$ cat src/dfts_pkg.sv
// shared types and constants of the deadline-first task scheduler
package dfts_pkg;

    localparam int STORE_DEPTH_DEF = 64;
    localparam int DAY_BITS_DEF    = 16;
    localparam int DL_W            = 16;
    localparam int COUNT_W         = 32;

    typedef enum logic [1:0] {
        ST_QUEUED = 2'd0,
        ST_FULL   = 2'd1,
        ST_PASSED = 2'd2
    } t_status;

    // broadcast to every cell
    typedef struct packed {
        logic            insert;
        logic            day_end;
        logic [DL_W-1:0] ins_value;
    } t_cell_ctl;

    // what a cell shows its neighbors
    typedef struct packed {
        logic            valid;
        logic [DL_W-1:0] value;
        logic            take;
        logic            keep;
    } t_cell_link;

endpackage

$ cat src/dfts_cell.sv
// one cell of the sorted deadline chain
module dfts_cell
    import dfts_pkg::*;
#(
    parameter int CMP_W = DL_W
) (
    input  logic             i_clk,
    input  logic             i_rst_n,
    input  t_cell_ctl        i_ctl,
    input  logic [CMP_W-1:0] i_day,
    input  t_cell_link       i_left,
    input  t_cell_link       i_right,
    output t_cell_link       o_link,
    output logic             o_served
);

    logic            r_valid;
    logic [DL_W-1:0] r_value;
    logic            n_valid;
    logic [DL_W-1:0] n_value;
    logic            w_take;
    logic            w_keep;
    logic            w_last_keep;

    // chain is descending, so take and keep are both monotonic along it
    assign w_take      = !r_valid || (r_value < i_ctl.ins_value);
    assign w_keep      = r_valid && (CMP_W'(r_value) >= i_day);
    assign w_last_keep = w_keep && !i_right.keep;

    always_comb begin
        n_valid = r_valid;
        n_value = r_value;
        if (i_ctl.insert && w_take) begin
            if (i_left.take) begin
                n_valid = i_left.valid;
                n_value = i_left.value;
            end else begin
                n_valid = 1'b1;
                n_value = i_ctl.ins_value;
            end
        end else if (i_ctl.day_end) begin
            n_valid = w_keep && !w_last_keep;
        end
    end

    always_ff @(posedge i_clk) begin
        if (!i_rst_n) begin
            r_valid <= 1'b0;
        end else begin
            r_valid <= n_valid;
        end
    end

    always_ff @(posedge i_clk) begin
        r_value <= n_value;
    end

    assign o_link.valid = r_valid;
    assign o_link.value = r_value;
    assign o_link.take  = w_take;
    assign o_link.keep  = w_keep;
    assign o_served     = i_ctl.day_end && w_last_keep;

endmodule

$ cat src/deadline_first_task_scheduler.sv
// top level of the earliest-deadline-first unit task scheduler
//
// Earliest-deadline-first scheduler for unit-length tasks, one task per day.
// Pending deadlines live in a chain of STORE_DEPTH cells kept sorted in
// descending order, with occupied cells packed from cell 0. An arrival item
// (cmd 0) is refused with status 2 when its deadline is before the current
// day, else with status 1 when the last cell is occupied, else every cell
// whose deadline is smaller (or which is empty) shifts one place along the
// chain and the first of them takes the new deadline. A day-end item (cmd 1)
// lets every cell compare its deadline to the current day at once: expired
// cells and the smallest live one (the last live cell of the chain) empty
// themselves, the latter being served; then the day counter and, if one
// was served, the served counter advance, both saturating. Every item is
// handled in the cycle it is accepted, one item per clock, and its single
// result item appears from the output register on the next cycle; the input
// stalls only while that register holds a result the output side stalls.
// The cell compares and the one-hot select of the served deadline set the
// clock period. There is no clearing pass: reset empties the chain at once.
module deadline_first_task_scheduler
    import dfts_pkg::*;
#(
    parameter int STORE_DEPTH = STORE_DEPTH_DEF,
    parameter int DAY_BITS    = DAY_BITS_DEF
) (
    input  logic               i_clk,
    input  logic               i_rst_n,
    // input channel
    input  logic               i_in_valid,
    output logic               o_in_stall,
    input  logic               i_cmd,
    input  logic [DL_W-1:0]    i_deadline,
    // output channel
    output logic               o_out_valid,
    input  logic               i_out_stall,
    output logic               o_served,
    output logic [DL_W-1:0]    o_served_deadline,
    output logic [COUNT_W-1:0] o_served_total,
    output logic [DL_W-1:0]    o_current_day,
    output logic [1:0]         o_arrival_status
);

    // compare width covers both the deadline and the day counter
    localparam int CMP_W = (DAY_BITS > DL_W) ? DAY_BITS : DL_W;

    localparam t_cell_link LINK_EDGE = '{valid: 1'b0, value: '0, take: 1'b0, keep: 1'b0};

    // counters
    logic [DAY_BITS-1:0] r_day;
    logic [DAY_BITS-1:0] n_day;
    logic [COUNT_W-1:0]  r_total;
    logic [COUNT_W-1:0]  n_total;

    // result register
    logic                r_out_valid;
    logic                r_served;
    logic [DL_W-1:0]     r_served_deadline;
    logic [COUNT_W-1:0]  r_served_total;
    logic [DL_W-1:0]     r_current_day;
    t_status             r_status;

    logic                w_acc;
    t_status             w_status;
    logic [CMP_W-1:0]    w_day_ext;
    logic [CMP_W-1:0]    w_next_day_ext;
    t_cell_ctl           w_ctl;
    t_cell_link          w_link [STORE_DEPTH];
    logic [STORE_DEPTH-1:0] w_served_vec;
    logic [STORE_DEPTH-1:0] w_valid_vec;
    logic                w_any_served;
    logic [DL_W-1:0]     w_srv_value;

    // a new item enters unless a finished result is held by the output side
    assign o_in_stall = r_out_valid && i_out_stall;
    assign w_acc      = i_in_valid && !o_in_stall;

    assign w_day_ext = CMP_W'(r_day);

    // passed deadline is checked before the full store
    always_comb begin
        if (CMP_W'(i_deadline) < w_day_ext) begin
            w_status = ST_PASSED;
        end else if (w_link[STORE_DEPTH-1].valid) begin
            w_status = ST_FULL;
        end else begin
            w_status = ST_QUEUED;
        end
    end

    assign w_ctl.insert    = w_acc && !i_cmd && (w_status == ST_QUEUED);
    assign w_ctl.day_end   = w_acc && i_cmd;
    assign w_ctl.ins_value = i_deadline;

    // chain of cells, cell 0 holds the largest deadline
    for (genvar g = 0; g < STORE_DEPTH; g++) begin : g_cell
        t_cell_link w_left;
        t_cell_link w_right;

        if (g == 0) begin : g_first
            assign w_left = LINK_EDGE;
        end else begin : g_mid_l
            assign w_left = w_link[g-1];
        end

        if (g == STORE_DEPTH - 1) begin : g_last
            assign w_right = LINK_EDGE;
        end else begin : g_mid_r
            assign w_right = w_link[g+1];
        end

        dfts_cell #(
            .CMP_W (CMP_W)
        ) u_cell (
            .i_clk    (i_clk),
            .i_rst_n  (i_rst_n),
            .i_ctl    (w_ctl),
            .i_day    (w_day_ext),
            .i_left   (w_left),
            .i_right  (w_right),
            .o_link   (w_link[g]),
            .o_served (w_served_vec[g])
        );

        assign w_valid_vec[g] = w_link[g].valid;
    end

    // at most one cell serves, so an or of the gated values selects it
    always_comb begin
        w_srv_value = '0;
        for (int k = 0; k < STORE_DEPTH; k++) begin
            if (w_served_vec[k]) begin
                w_srv_value = w_srv_value | w_link[k].value;
            end
        end
    end

    assign w_any_served = |w_served_vec;

    // saturating counters, updated on day end only
    always_comb begin
        n_day   = r_day;
        n_total = r_total;
        if (w_ctl.day_end) begin
            if (r_day != '1) begin
                n_day = r_day + 1'b1;
            end
            if (w_any_served && (r_total != '1)) begin
                n_total = r_total + 1'b1;
            end
        end
    end

    assign w_next_day_ext = CMP_W'(n_day);

    always_ff @(posedge i_clk) begin
        if (!i_rst_n) begin
            r_day       <= DAY_BITS'(1);
            r_total     <= '0;
            r_out_valid <= 1'b0;
        end else begin
            r_day   <= n_day;
            r_total <= n_total;
            if (w_acc) begin
                r_out_valid <= 1'b1;
            end else if (!i_out_stall) begin
                r_out_valid <= 1'b0;
            end
        end
    end

    // result payload, loaded only when an item is accepted
    always_ff @(posedge i_clk) begin
        if (w_acc) begin
            r_served          <= w_ctl.day_end && w_any_served;
            r_served_deadline <= w_ctl.day_end ? w_srv_value : '0;
            r_served_total    <= n_total;
            r_current_day     <= w_next_day_ext[DL_W-1:0];
            r_status          <= i_cmd ? ST_QUEUED : w_status;
        end
    end

    assign o_out_valid       = r_out_valid;
    assign o_served          = r_served;
    assign o_served_deadline = r_served_deadline;
    assign o_served_total    = r_served_total;
    assign o_current_day     = r_current_day;
    assign o_arrival_status  = r_status;

`ifndef SYNTHESIS
    // occupied cells always form a run starting at cell 0
    a_valid_packed: assert property (@(posedge i_clk) disable iff (!i_rst_n)
        (((w_valid_vec + 1'b1) & w_valid_vec) == '0))
        else $error("occupied cells not packed at chain head");

    // a day end never serves from more than one cell
    a_one_served: assert property (@(posedge i_clk) disable iff (!i_rst_n)
        $onehot0(w_served_vec))
        else $error("more than one cell served");

    // a queued arrival adds exactly one occupied cell
    a_insert_grows: assert property (@(posedge i_clk) disable iff (!i_rst_n)
        (i_rst_n && w_ctl.insert) |=>
            ($countones(w_valid_vec) == $past($countones(w_valid_vec)) + 1))
        else $error("arrival did not add exactly one entry");

    // the day counter never wraps to zero
    a_day_nonzero: assert property (@(posedge i_clk) disable iff (!i_rst_n)
        (r_day != '0))
        else $error("day counter wrapped");
`endif

endmodule
$ cat config.mk
export PLATFORM = sky130hd
export DESIGN_NAME = deadline_first_task_scheduler
export DESIGN_NICKNAME = d
export VERILOG_FILES = /design/src/dfts_pkg.sv /design/src/dfts_cell.sv /design/src/deadline_first_task_scheduler.sv
export SDC_FILE = /design/constraint.sdc
export NUM_CORES = 2
export LEC_CHECK = 0
export BUFFER_PORTS_ARGS = -buffer_cell sky130_fd_sc_hd__buf_4
export CORE_MARGIN = 2
export CORE_UTILIZATION = 28
export DETAILED_ROUTE_END_ITERATION = 10
export SLEW_MARGIN = 20
export SYNTH_ARGS = -nofsm -noshare
export SYNTH_HDL_FRONTEND = slang
export SYNTH_HIERARCHICAL = 1
export SYNTH_SLANG_ARGS = --single-unit
$ cat constraint.sdc
create_clock -name i_clk -period 11.7 [get_ports i_clk]
set_input_delay 2.34 -clock i_clk [delete_from_list [all_inputs] [get_ports i_clk]]
set_output_delay 2.34 -clock i_clk [all_outputs]
set_load 0.005 [all_outputs]
==> results.tsv <==
metric	value	unit
element type at the critical path start	flip-flop	
Fin Clk Skew	82.0	ps
remaining global-route overflow	0	
count of placed standard cells including taps	17826	
tightest slew margin relative to the limit	8.43	%
maximum operating frequency	147	MHz
Avg WL per Cell	36.5	um
die area	398000	um2
share of the clock period used by the worst path after layout	58.3	%
data required time at the worst endpoint	12360	ps
clock tree from TritonCTS	built	
power per cell area	99.5	nW/um2
most frequent cell on the critical path	buf_4	
remaining antenna violation count after routing	0	
Switching Fraction	31.8	%
Setup Fix Bufs, Post-CTS	0	
Tmin final	6820	ps
slew at the pin closest to its max-slew limit	1370	ps
leakage power	50.5	nW
CP max-delay cell	nor4_1	
GRT Overall Usage	32.0	%
outcome	finished, final reports clean	
Hold Buf Count CTS	0	
gp weighted congestion	1.13	
sequential group share of total power	44.4	%
worst min-delay path class	flip-flop to flip-flop	
number of optimization iterations in the first detailed-route pass	9	
unrepaired setup endpoints after global routing	false	
vias per cell	5.90	
utilization after layout	31.2	%
via count	107343	
Mapped Area	110000	um2
width of the die	631	um
core region area	392000	um2
area growth from synthesis to final layout	11.3	%
list of cells traversed by the critical path	buf_4 -> inv_1 -> ha_1 -> nand2_1 -> or3_1 -> o221ai_1 -> a211oi_1 -> nor2_1 -> nor4_2 -> buf_4 -> nor4_1 -> nand4_1 -> nor4_4 -> buf_4 -> or4_1 -> nor2_1 -> xor2_1	
fin. max-slew vios	0	
total power	12.2	mW
cell family with most CP delay	simple AND/OR/NAND/NOR gates	
Clock power frac	42.3	%
deepest clock path buffer count	4	
boundary pin count	90	
clk_lat worst skew	940	ps
warning count from the yosys run	6	
# resized after CTS	0	
remaining routing DRC violations	0	
cell at the root of the clock tree	clkbuf_16	
buffers and inverters on the worst path	4	
clock buffers created by TritonCTS	163	
detailed router's first-iteration violation count	17163	
number of max-cap violations	0	
worst endpoint data arrival time	7480	ps
worst voltage drop across the vdd grid	98.0	uV
Setup crit end kind	flip-flop	
pin count of the biggest net entering global routing	68	
final wirelength	663000	um
Rows	230	
logic gate share of total power	13.4	%
switching power	3.88	mW
cell internal pwr	8.31	mW
TNS Setup	0	ps
global-route wire length before repair	865000	um
fraction of final layout cells sized beyond drive strength 1	7.22	%
initial antenna violation count	160	
Max H-tree Level	4	
detailed-placement wirelength estimate	515000	um
non-filler cells in the finished layout	18181	
type of the setup path with the least slack	flip-flop to flip-flop	
Critical Path Max Stage Delay	850	ps
Synth Instances	12765	
total number of nets in the final design	14797	
Die Height	631	um
number of hold violations in the final report	0	
CP max FO	25	
average cell area after synthesis	8.62	um2
# port buffers	89	
vias in the first global route	94590	
final-report setup violation count	0	
clock transition time at the flip-flop clock pins of the worst setup and hold paths	60	ps
effective utilization at floorplan	28.1	%
TritonCTS sink count	1204	
==> worst paths after layout <==
check               from            endpoint  slack (ps)  cells past startpoint
max reg2reg     r_day[5]  o_served_total[24]        4880                     17
min reg2reg  r_total[22]         r_total[22]         510                      2
min          r_total[22]         r_total[22]         510                      2
max             r_day[5]  o_served_total[24]        4880                     17
==> power groups by stage <==
stage,clock network (mW),registers (mW),logic (mW)
2_1_floorplan,0,5.05,0.994
3_3_place_gp,0,5.45,1.53
3_5_place_dp,0,5.45,1.56
4_1_cts,5.20,5.36,1.57
5_1_grt,5.32,5.36,1.80
6_report,5.15,5.41,1.63
==> state kept, by name (all words and copies together) (netlist names) <==
name                   cells
g_cell.u_cell/r_valid     64
g_cell.u_cell/r_value   1024
o_arrival_status           2
o_current_day             16
o_out_valid                1
o_served                   1
o_served_deadline         16
o_served_total            32
r_day                     16
r_total                   32
==> layout by cell type (no fill, tap or decap), drive strengths merged, types with 63 or more instances in the layout <==
| cell type | n |
|---|---|
| nand2 | 1643 |
| nor2b | 67 |
| a22oi | 224 |
| clkbuf | 217 |
| nand4 | 296 |
| o21a | 65 |
| nor4 | 82 |
| a31o | 63 |
| and2 | 87 |
| nor3 | 176 |
| edfxtp | 1091 |
| a21oi | 607 |
| a221oi | 144 |
| a31oi | 128 |
| a22o | 207 |
| and4 | 66 |
| buf | 340 |
| o21ai | 1409 |
| a21o | 69 |
| a2111oi | 63 |
| ha | 2001 |
| o221ai | 63 |
| or3 | 65 |
| a211oi | 126 |
| nand2b | 151 |
| nor2 | 333 |
| a211o | 64 |
| inv | 2451 |
| dfxtp | 113 |
==> worst min-delay path: stages (launching register included) <==
cell	delay, ps
dfxtp_1	330
nand2_1	60
mux2i_1	60
==> stage by stage <==
stage	hold slack [ps]	cell area, um2	worst slack [ps]
finish	505	122000	4880
detailed placement	490	117000	4450
CTS	502	122000	5120
floorplan	461	110000	2250
global route	538	122000	4950
global placement	493	117000	4320
==> metal layers <==
metal | up-vias | track usage [%] | routed length [um]
li1 | 45545 | - | -
met1 | 52529 | 42.3 | 264000
met2 | 7460 | 45.2 | 261000
met3 | 1737 | 8.12 | 79800
met4 | 72 | 22.9 | 57400
met5 | - | 0.109 | 541
==> cell type report <==
cell class / count / area, um2
repair buffers: 341 / 2600
clock inverters: 81 / 767
multi-input cells: 8620 / 63700
well taps: 5220 / 6530
diodes: 54 / 135
flip-flops and latches: 1204 / 35100
fillers: 41257 / 270000
clock buffers: 216 / 4440
inverters: 2445 / 9180
(Power assumes the default switching activity.)
